## src/design/bphd_pkg.sv

```systemverilog
`timescale 1ns / 1ps
// Package for the button press/hold debouncer: payload structs, config struct,
// phase and event codes, register indexes. No dependencies.
package bphd_pkg;

    localparam int STAMP_W    = 32;
    localparam int IDENT_W    = 12;
    localparam int CFG_IDX_W  = 2;
    localparam int CFG_DATA_W = 32;

    // Configuration register indexes
    localparam logic [CFG_IDX_W-1:0] CFG_PRESS_LEVEL   = 2'd0;
    localparam logic [CFG_IDX_W-1:0] CFG_DEBOUNCE_TIME = 2'd1;
    localparam logic [CFG_IDX_W-1:0] CFG_HOLD_TIME     = 2'd2;
    localparam logic [CFG_IDX_W-1:0] CFG_BUTTON_IDENT  = 2'd3;

    // Register values after reset
    localparam logic                  RST_PRESS_LEVEL   = 1'b1;
    localparam logic [STAMP_W-1:0]    RST_DEBOUNCE_TIME = 32'd20000;
    localparam logic [STAMP_W-1:0]    RST_HOLD_TIME     = 32'd500000;
    localparam logic [IDENT_W-1:0]    RST_BUTTON_IDENT  = 12'd0;

    // Event codes reported with each result
    localparam logic [1:0] EV_NONE    = 2'd0;
    localparam logic [1:0] EV_PRESS   = 2'd1;
    localparam logic [1:0] EV_HOLD    = 2'd2;
    localparam logic [1:0] EV_RELEASE = 2'd3;

    typedef enum logic [1:0] {
        PH_IDLE     = 2'd0,
        PH_PRESSED  = 2'd1,
        PH_HELD     = 2'd2,
        PH_DEBOUNCE = 2'd3
    } phase_t;

    typedef struct packed {
        logic               pin_level;
        logic [STAMP_W-1:0] now_us;
    } sample_t;

    typedef struct packed {
        logic [1:0]         event_code;
        logic [IDENT_W-1:0] event_ident;
        logic               changed;
    } report_t;

    typedef struct packed {
        logic               press_level;
        logic [STAMP_W-1:0] debounce_time;
        logic [STAMP_W-1:0] hold_time;
        logic [IDENT_W-1:0] button_ident;
    } cfg_t;

endpackage

```

## src/design/bphd_fsm.sv

```systemverilog
`timescale 1ns / 1ps
// Button phase tracker: polarity fix, elapsed time compare, four-phase machine.
// Depends on bphd_pkg.
module bphd_fsm #(
    parameter int TIME_BITS = 32
) (
    input  logic              clk,
    input  logic              rst_n,
    input  logic              take,
    input  bphd_pkg::sample_t sample,
    input  bphd_pkg::cfg_t    cfg,
    output bphd_pkg::report_t report
);
    import bphd_pkg::*;

    localparam int WIDE_W = TIME_BITS + STAMP_W;

    phase_t                 phase_reg;
    phase_t                 phase_next;
    logic [TIME_BITS-1:0]   entry_reg;
    logic [TIME_BITS-1:0]   entry_next;
    logic [WIDE_W-1:0]      now_wide;
    logic [TIME_BITS-1:0]   now_t;
    logic [TIME_BITS-1:0]   elapsed;
    logic [WIDE_W-1:0]      elapsed_wide;
    logic [WIDE_W-1:0]      hold_wide;
    logic [WIDE_W-1:0]      deb_wide;
    logic                   pressed;
    logic                   hold_hit;
    logic                   deb_hit;
    logic [1:0]             ev;

    // Timestamp fitted to the tracker's time width (truncate or zero-extend)
    assign now_wide = {{TIME_BITS{1'b0}}, sample.now_us};
    assign now_t    = now_wide[TIME_BITS-1:0];

    // Modular elapsed time and threshold compares
    assign elapsed      = now_t - entry_reg;
    assign elapsed_wide = {{STAMP_W{1'b0}}, elapsed};
    assign hold_wide    = {{TIME_BITS{1'b0}}, cfg.hold_time};
    assign deb_wide     = {{TIME_BITS{1'b0}}, cfg.debounce_time};
    assign hold_hit     = elapsed_wide >= hold_wide;
    assign deb_hit      = elapsed_wide >= deb_wide;

    // 1 always means pressed after polarity correction
    assign pressed = sample.pin_level ^ ~cfg.press_level;

    // State registers, advanced once per accepted transaction
    always_ff @(posedge clk or negedge rst_n)
    begin
        if (!rst_n)
        begin
            phase_reg <= PH_IDLE;
            entry_reg <= '0;
        end
        else if (take)
        begin
            phase_reg <= phase_next;
            entry_reg <= entry_next;
        end
    end

    // Next phase and event
    always_comb
    begin
        phase_next = phase_reg;
        entry_next = entry_reg;
        ev         = EV_NONE;
        unique case (phase_reg)
            PH_IDLE:
            begin
                if (pressed)
                begin
                    phase_next = PH_PRESSED;
                    entry_next = now_t;
                    ev         = EV_PRESS;
                end
            end
            PH_PRESSED:
            begin
                priority if (!pressed)
                begin
                    phase_next = PH_DEBOUNCE;
                    entry_next = now_t;
                end
                else if (hold_hit)
                begin
                    phase_next = PH_HELD;
                    ev         = EV_HOLD;
                end
            end
            PH_HELD:
            begin
                if (!pressed)
                begin
                    phase_next = PH_DEBOUNCE;
                    entry_next = now_t;
                end
            end
            PH_DEBOUNCE:
            begin
                // bounce goes back to held, entry time kept
                priority if (pressed)
                begin
                    phase_next = PH_HELD;
                end
                else if (deb_hit)
                begin
                    phase_next = PH_IDLE;
                    ev         = EV_RELEASE;
                end
            end
            default:
            begin
                phase_next = PH_IDLE;
            end
        endcase
    end

    assign report.event_code  = ev;
    assign report.event_ident = cfg.button_ident;
    assign report.changed     = (ev == EV_PRESS) || (ev == EV_RELEASE);

    // Checks
    a_hold_idle: assert property (@(posedge clk) disable iff (!rst_n)
        !take |=> $stable(phase_reg) && $stable(entry_reg))
        else $error("phase state moved without a transaction");

    a_press_entry: assert property (@(posedge clk) disable iff (!rst_n)
        take && report.event_code == EV_PRESS
        |=> phase_reg == PH_PRESSED && entry_reg == $past(now_t))
        else $error("press did not record entry time");

    a_release_idle: assert property (@(posedge clk) disable iff (!rst_n)
        take && report.event_code == EV_RELEASE |=> phase_reg == PH_IDLE)
        else $error("release did not return to idle");

    a_hold_from_pressed: assert property (@(posedge clk) disable iff (!rst_n)
        take && report.event_code == EV_HOLD |=> phase_reg == PH_HELD && $stable(entry_reg))
        else $error("hold event with wrong phase update");

endmodule

```

## src/design/button_press_hold_debounce_top.sv

```systemverilog
`timescale 1ns / 1ps
// Top level of the button press/hold debouncer: config registers, output register.
// Depends on bphd_pkg and bphd_fsm.
//
// Usage:
//   Sample channel (sample_valid/sample_ready/sample_data) carries one pin sample
//   and its microsecond timestamp per transaction. Report channel
//   (report_valid/report_ready/report_data) returns exactly one report per
//   sample: event code (none, press, hold, release), button identifier and a
//   changed flag for press or release.
//   The report is registered and presented in the cycle after the sample is taken.
//   Throughput: one sample per cycle when not stalled; the phase update is one
//   pass of subtract, compare and transition logic ahead of the report register.
//   Stall: while a report waits and report_ready is low, sample_ready is low;
//   a report taken in a cycle frees the register for a sample in that same cycle.
//   Configuration: cfg_we writes cfg_data to the cfg_index register (polarity,
//   debounce/hold time, ident); the user must write only while idle (unenforced).
//   Reset: phase idle, entry time zero, registers at their defaults
//   (high pin level pressed, 20000 us debounce, 500000 us hold, identifier 0),
//   no report.
module button_press_hold_debounce_top #(
    parameter int TIME_BITS = 32
) (
    input  logic                                 clk,
    input  logic                                 rst_n,
    input  logic                                 sample_valid,
    output logic                                 sample_ready,
    input  bphd_pkg::sample_t                    sample_data,
    output logic                                 report_valid,
    input  logic                                 report_ready,
    output bphd_pkg::report_t                    report_data,
    input  logic                                 cfg_we,
    input  logic [bphd_pkg::CFG_IDX_W-1:0]       cfg_index,
    input  logic [bphd_pkg::CFG_DATA_W-1:0]      cfg_data
);
    import bphd_pkg::*;

    cfg_t    cfg_reg;
    report_t report_comb;
    report_t report_reg;
    logic    report_valid_reg;
    logic    take;

    // Configuration registers
    always_ff @(posedge clk or negedge rst_n)
    begin
        if (!rst_n)
        begin
            cfg_reg.press_level   <= RST_PRESS_LEVEL;
            cfg_reg.debounce_time <= RST_DEBOUNCE_TIME;
            cfg_reg.hold_time     <= RST_HOLD_TIME;
            cfg_reg.button_ident  <= RST_BUTTON_IDENT;
        end
        else if (cfg_we)
        begin
            unique case (cfg_index)
                CFG_PRESS_LEVEL:   cfg_reg.press_level   <= cfg_data[0];
                CFG_DEBOUNCE_TIME: cfg_reg.debounce_time <= cfg_data[STAMP_W-1:0];
                CFG_HOLD_TIME:     cfg_reg.hold_time     <= cfg_data[STAMP_W-1:0];
                CFG_BUTTON_IDENT:  cfg_reg.button_ident  <= cfg_data[IDENT_W-1:0];
                default: ;
            endcase
        end
    end

    // Handshake: take a sample when the report register is empty or draining
    assign sample_ready = !report_valid_reg || report_ready;
    assign take         = sample_valid && sample_ready;

    bphd_fsm #(
        .TIME_BITS (TIME_BITS)
    ) u_fsm (
        .clk    (clk),
        .rst_n  (rst_n),
        .take   (take),
        .sample (sample_data),
        .cfg    (cfg_reg),
        .report (report_comb)
    );

    // Report register: valid flag
    always_ff @(posedge clk or negedge rst_n)
    begin
        if (!rst_n)
        begin
            report_valid_reg <= 1'b0;
        end
        else if (sample_ready)
        begin
            report_valid_reg <= take;
        end
    end

    // Report register: payload
    always_ff @(posedge clk)
    begin
        if (take)
        begin
            report_reg <= report_comb;
        end
    end

    assign report_valid = report_valid_reg;
    assign report_data  = report_reg;

    // Checks
    a_report_follows: assert property (@(posedge clk) disable iff (!rst_n)
        take |=> report_valid_reg)
        else $error("accepted sample produced no report");

    a_report_holds: assert property (@(posedge clk) disable iff (!rst_n)
        report_valid_reg && !report_ready |=> report_valid_reg && $stable(report_reg))
        else $error("stalled report changed or vanished");

    a_changed_code: assert property (@(posedge clk) disable iff (!rst_n)
        report_valid_reg |-> report_reg.changed ==
            ((report_reg.event_code == EV_PRESS) || (report_reg.event_code == EV_RELEASE)))
        else $error("changed flag disagrees with event code");

endmodule

```

## config.mk

```make
export PLATFORM = sky130hd
export DESIGN_NAME = button_press_hold_debounce_top
export DESIGN_NICKNAME = d
export VERILOG_FILES = /design/src/design/bphd_pkg.sv /design/src/design/bphd_fsm.sv /design/src/design/button_press_hold_debounce_top.sv
export SDC_FILE = /design/constraint.sdc
export NUM_CORES = 1
export LEC_CHECK = 0
export BUFFER_PORTS_ARGS = -buffer_cell sky130_fd_sc_hd__buf_2
export CORE_MARGIN = 1.5
export CORE_UTILIZATION = 55
export CTS_BUF_LIST = sky130_fd_sc_hd__clkbuf_4 sky130_fd_sc_hd__clkbuf_8 sky130_fd_sc_hd__clkbuf_16
export DETAILED_ROUTE_END_ITERATION = 6
export GPL_ROUTABILITY_DRIVEN = 0
export GPL_TIMING_DRIVEN = 1
export PLACE_DENSITY = 0.74
export SYNTH_ARGS = -nofsm -noshare
export SYNTH_HDL_FRONTEND = slang
export SYNTH_HIERARCHICAL = 1
export SYNTH_SLANG_ARGS = --single-unit
```

## constraint.sdc

```tcl
create_clock -name clk -period 5.65 [get_ports clk]
set_clock_uncertainty 0.2 [all_clocks]
set_input_delay 1.4125 -clock clk [delete_from_list [all_inputs] [get_ports clk]]
set_output_delay 1.4125 -clock clk [all_outputs]
set_load 0.02 [all_outputs]
```

== Word-level counts from Yosys, hierarchy flattened ==
Index checks and enable logic that the tools add are counted.

* Register bits: 127
* Bits of input ports: 72
* Output and inout bits: 17
* Logic and storage cells: 58

* Add/subtract/negate cells: 1
* Order comparisons: 2
* Equal/unequal tests: 13
* Multiplexer cells: 16
* Bitwise gates (word level): 2
* Reduce and logical (&&, ||, !) cells: 14

{| class="wikitable"
|+ Operator list
! cell !! number
|-
| $ge 32x32->1 || 2
|-
| $mux 32 || 2
|-
| $pmux 32 s2 || 1
|-
| $sub 32x32->32 || 1
|-
| $mux 2 || 10
|-
| $eq 2x2->1 const B || 5
|-
| $pmux 2 s4 || 1
|-
| $reduce_and 2->1 || 4
|-
| $eq 2x1->1 const B || 3
|-
| $pmux 2 s3 || 1
|-
| $reduce_and 5->1 || 1
|-
| $logic_not 2->1 || 2
|-
| $ne 2x2->1 const B || 2
|-
| $reduce_and 4->1 || 1
|-
| $ne 3x1->1 const B || 1
|-
| $ne 3x3->1 const B || 1
|-
| $logic_or 1x1->1 || 2
|-
| $ne 2x1->1 const B || 1
|-
| $reduce_bool 2->1 || 1
|-
| $reduce_or 2->1 || 1
|-
| $logic_and 1x1->1 || 1
|-
| $logic_not 1->1 || 1
|-
| $mux 1 || 1
|-
| $not 1->1 || 1
|-
| $xor 1x1->1 || 1
|}

== Logic depth before layout (Yosys ltp) ==
* Word-level depth: 7
* Mapped depth: 23
* Mapped depth without buffers: 23

== By module ==
The synthesis kept the hierarchy.

{| class="wikitable"
|+ By module, submodules not included
! module !! instances !! cells each !! area an instance (µm²) !! seq. area each (µm²)
|-
| bphd_fsm || 1 || 577 || 4,812.1 || 850.8
|-
| button_press_hold_debounce_top || 1 || 184 || 3,568.4 || 2,418.6
|}

== Least setup slack after synthesis ==
OpenSTA, ideal clock, no wires.

* Path kind: input -> register
* Start point: in sample_data[0] (netlist name)
* End point: reg u_fsm.phase_reg[1]
* Library setup time: 0.126 ns
* Arrival time: 5.415 ns
* Data required time: 5.324 ns
* Setup slack: -0.091 ns
* Stages: 21
* Path buffers: 0
* Path through: inv_1 ha_1 inv_1 fa_1 a21o_1 a21o_1 a21oi_2 o211ai_2 a2111oi_2 nor3_1 a21o_1 a21oi_2 xnor2_1 ha_1 nand4_1 nor2_1 or4b_1 o21ai_0 nor3b_1 o32a_1 o32a_1

* Cells in the longest elaborated chain, start to end: 4
* Elaborated cells on any way between the ends: 6
* Those cells by class: add/sub: 1; order compare: 2; eq/ne: 2; reduce/logical: 1

{| class="wikitable"
|+ RTL lines
! element !! RTL line !! RTL
|-
| start: declaration || button_press_hold_debounce_top.sv:28 || <nowiki>input bphd_pkg::sample_t sample_data,</nowiki>
|-
| $sub 32x32->32 * || bphd_fsm.sv:38 || <nowiki>assign elapsed = now_t - entry_reg;</nowiki>
|-
| $ge 32x32->1 (on tied branches) || bphd_fsm.sv:43, bphd_fsm.sv:42 ||
|-
| $ne 3x1->1 (no line) / $ne 3x3->1 (equally long branches) || -- ||
|-
| $reduce_and 5->1 (no line) * || -- ||
|-
| end signal: assignment || bphd_fsm.sv:58 || <nowiki>phase_reg <= phase_next;</nowiki>
|-
| end: declaration || bphd_fsm.sv:18 || <nowiki>phase_t phase_reg;</nowiki>
|}

Mark *: on every way between the ends. The rest lies on a longest branch, timed or not.
A chain may end at the register's enable or synchronous reset.

== Worst setup path in the final report ==
* Start point: in sample_data[15] (netlist name)
* End point: reg u_fsm.phase_reg[1]

The elaborated chain is that of the path after synthesis.

==> metrics <==
# rows 44; Switching Power 0.00240 W; DRC 0; # clock sinks between 100 and 150; final hold violations 0; synth cell count leaders inv_1, dfrtp_1, ha_1, mux2_2, a21oi_1; sequential share of power roughly 22%; Critical Path AT between 5 and 6 ns; count of cell types in the netlist 63; top cells by area, synth dfrtp_1, ha_1, mux2_2; Worst Setup Start Kind input pin; Initial Utilization between 50 and 60%; area of the multi-input gates 4690 µm²; area fraction of the dominant cell type after synthesis between 20% and 30%; Final Util just under 70%; normalized max-slew margin around a third; largest net degree at the start of global routing 77; P_leak ~5.1 nW; worst min-delay path class flip-flop to flip-flop; proportion of layout cells with a drive suffix above 1 36.9%; antenna viol nets, final 0; outcome complete, no violations; worst-margin pin slew slightly below 1 ns; yosys warns 6; CTS tree yes; layout net count roughly 1100; Vias/cell 5.63; chip height about 130 µm; I/O Buffers just under 90; Hold Crit Depth 0; GRT Overall Usage about a quarter; drt first pass iters 5; crit share post-route a little over nine tenths; DIE AREA approximately 16000 µm²; Power Dens Cells between 500 and 600 nW/µm²; synthesized area per cell between 10 and 15 µm²; Hold-fix buffers, CTS 0; grt ovf 0; clock share of power between 10% and 20%; syn nets 933; Worst-Skew Late Latency ~0.42 ns; most frequent cell after synthesis inv_1; CORE AREA ~15000 µm²; Max Cap Viol 0; area leader, netlist dfrtp_1; Most used DFF post-synth dfrtp_1; Crit path required time 5.81 ns; vias about 6200; VDD IR max 0.000317 V; Inserted Diodes 0; Crit Path Max Fanout 3; post-DR wirelength/cell 17.7 µm; fin crit period around 5.5 ns; Final TNS setup 0 ns; Clock Tree Buf Depth 2; register bit total from synthesis roughly 130; FF-to-FF path depth 20; Initial DRC Count between 300 and 400; DRT Wirelength a little under 20000 µm; Root Driver clkbuf_16; antenna violations before repair 0; CTS clk-pin slew, worst paths ~0.060 ns; Fill cells around 1100; switching share of power between 40 and 50%; Die W between 100 and 150 µm; # setup viols final 0; combinational share of power 59.6%; FFs w/ async S/R, synth approximately 88%; Area Growth Syn to Fin 20.1%; Slew Limit Fails 0; Setup Crit Path Kind input pin to flip-flop; fmax ~0.18 GHz; max reg flops just under 80; synthesized cell area around 8400 µm²; Sequential Area 3270 µm²; number of global-route vias before repair approximately 6800; I/O pins between 80 and 90; DP HPWL between 10000 and 15000 µm; first-pass GRT wire length between 30000 and 40000 µm; crit end category flip-flop; Synth Instances between 700 and 800; internal power around 0.0036 W; number of synthesized flops with an enable pin 15; post-synthesis sequential area ratio around 39%; H-tree levels 4; TritonCTS buffer count 17
-- per-layer routing --
metal	vias up	part of all wire (%)	global-route usage, %
met5	-	0	0
met4	0	2.6	10.3
met3	42	3.7	4.56
met2	161	51	45.1
met1	3031	43	30.3
li1	2961	-	-
-- cell families (layout without fill, tap and decap cells) --
| family | after synthesis | after routing | synth area share (%) |
|---|---|---|---|
| AND/OR/NAND/NOR | 120 | 120 | 8.06 |
| buffers and inverters | 130 | 285 | 7.08 |
| AO/OA/AOI/OAI | 145 | 145 | 11.6 |
| XOR/XNOR | 30 | 30 | 3.14 |
| multiplexers | 109 | 109 | 16.1 |
| flip-flops | 127 | 127 | 39.0 |
| adder cells (fa/ha/maj) | 100 | 100 | 15.0 |
-- worst max-delay path, stage by stage --
cell      delay, ns
buf_2          0.11
ha_1           0.32
and3_4         0.19
and3_4         0.18
a221oi_4       0.30
nor4b_4        0.24
a21o_2         0.18
a41oi_1        0.11
a21o_1         0.22
a221oi_2       0.33
xnor2_1        0.15
ha_1           0.32
nand4_1        0.13
nor2_1         0.15
or4b_4         0.49
o21ai_4        0.16
nor3b_2        0.07
buf_4          0.14
o22ai_1        0.27
o32a_1         0.22
-- power by group through the flow --
stage	clock network, W	logic, W	registers (W)
floorplan	0	0.00231	0.00131
global placement	0	0.00316	0.00132
detailed placement	0	0.00332	0.00134
CTS	0.00110	0.00338	0.00132
global route	0.00114	0.00393	0.00136
finish	0.00109	0.00356	0.00133
-- timing repair --
action                                  4_1_cts  5_1_grt
cloned                                        0        0
endpoints found under the setup margin        1        5
setup buffers                                 0        4
resized for setup                             1       26
pin swaps                                     1       23
-- stage by stage --
stage	power, W	hold WS [ns]	std cells	setup slack [ns]	area (µm²)
2_1_floorplan	0.00362	0.254	761	0.0128	8400
3_3_place_gp	0.00448	0.223	1064	-0.272	9300
3_5_place_dp	0.00466	0.228	1064	-0.485	9300
4_1_cts	0.00580	0.242	1096	0.0184	9900
5_1_grt	0.00643	0.259	1100	-0.0527	10100
6_report	0.00598	0.244	1100	0.129	10100
-- cell usage in the layout (no fill, tap or decap), types with 3 or more instances in the layout --
cell        count
inv_1         102
dfrtp_1        99
ha_1           97
buf_2          87
mux2_2         76
buf_4          62
a21oi_1        38
a21o_1         37
mux2_4         32
nor2_1         26
nand2_1        24
o21ai_0        19
xnor2_1        18
clkbuf_16      17
edfxtp_1       15
nand4_1        14
dfstp_2        13
xor2_1         12
nand3_1         9
nand2b_1        8
nor2b_1         8
a21oi_2         8
nor3_1          6
o21bai_1        5
o21a_1          5
and2_1          3
clkinvlp_4      3
clkinv_4        3
or3_1           3
or4_1           3
-- path summary, 6_finish.rpt --
| check | from | to | slack, ns |
|---|---|---|---|
| worst max register to register | u_fsm/entry_reg[14] | u_fsm/phase_reg[1] | 0.84 |
| worst min register to register | cfg_reg[0] | report_data[1] | 0.24 |
| max in group asynchronous | rst_n | u_fsm/entry_reg[26] | 3.25 |
| worst min-delay path | cfg_reg[0] | report_data[1] | 0.24 |
| worst max-delay path | sample_data[15] | u_fsm/phase_reg[1] | 0.13 |
| min in group asynchronous | rst_n | cfg_reg[9] | 0.95 |
-- cell type report --
type / count / share of cell area, %
clock buffer: 19 / 4.44
clock inverter: 13 / 1.39
inverter: 104 / 3.88
multi-input combinational: 504 / 46.6
sequential: 127 / 32.5
tap: 184 / 2.29
timing repair buffer: 149 / 8.95
No activity file was read; power rests on OpenSTA's default activity.
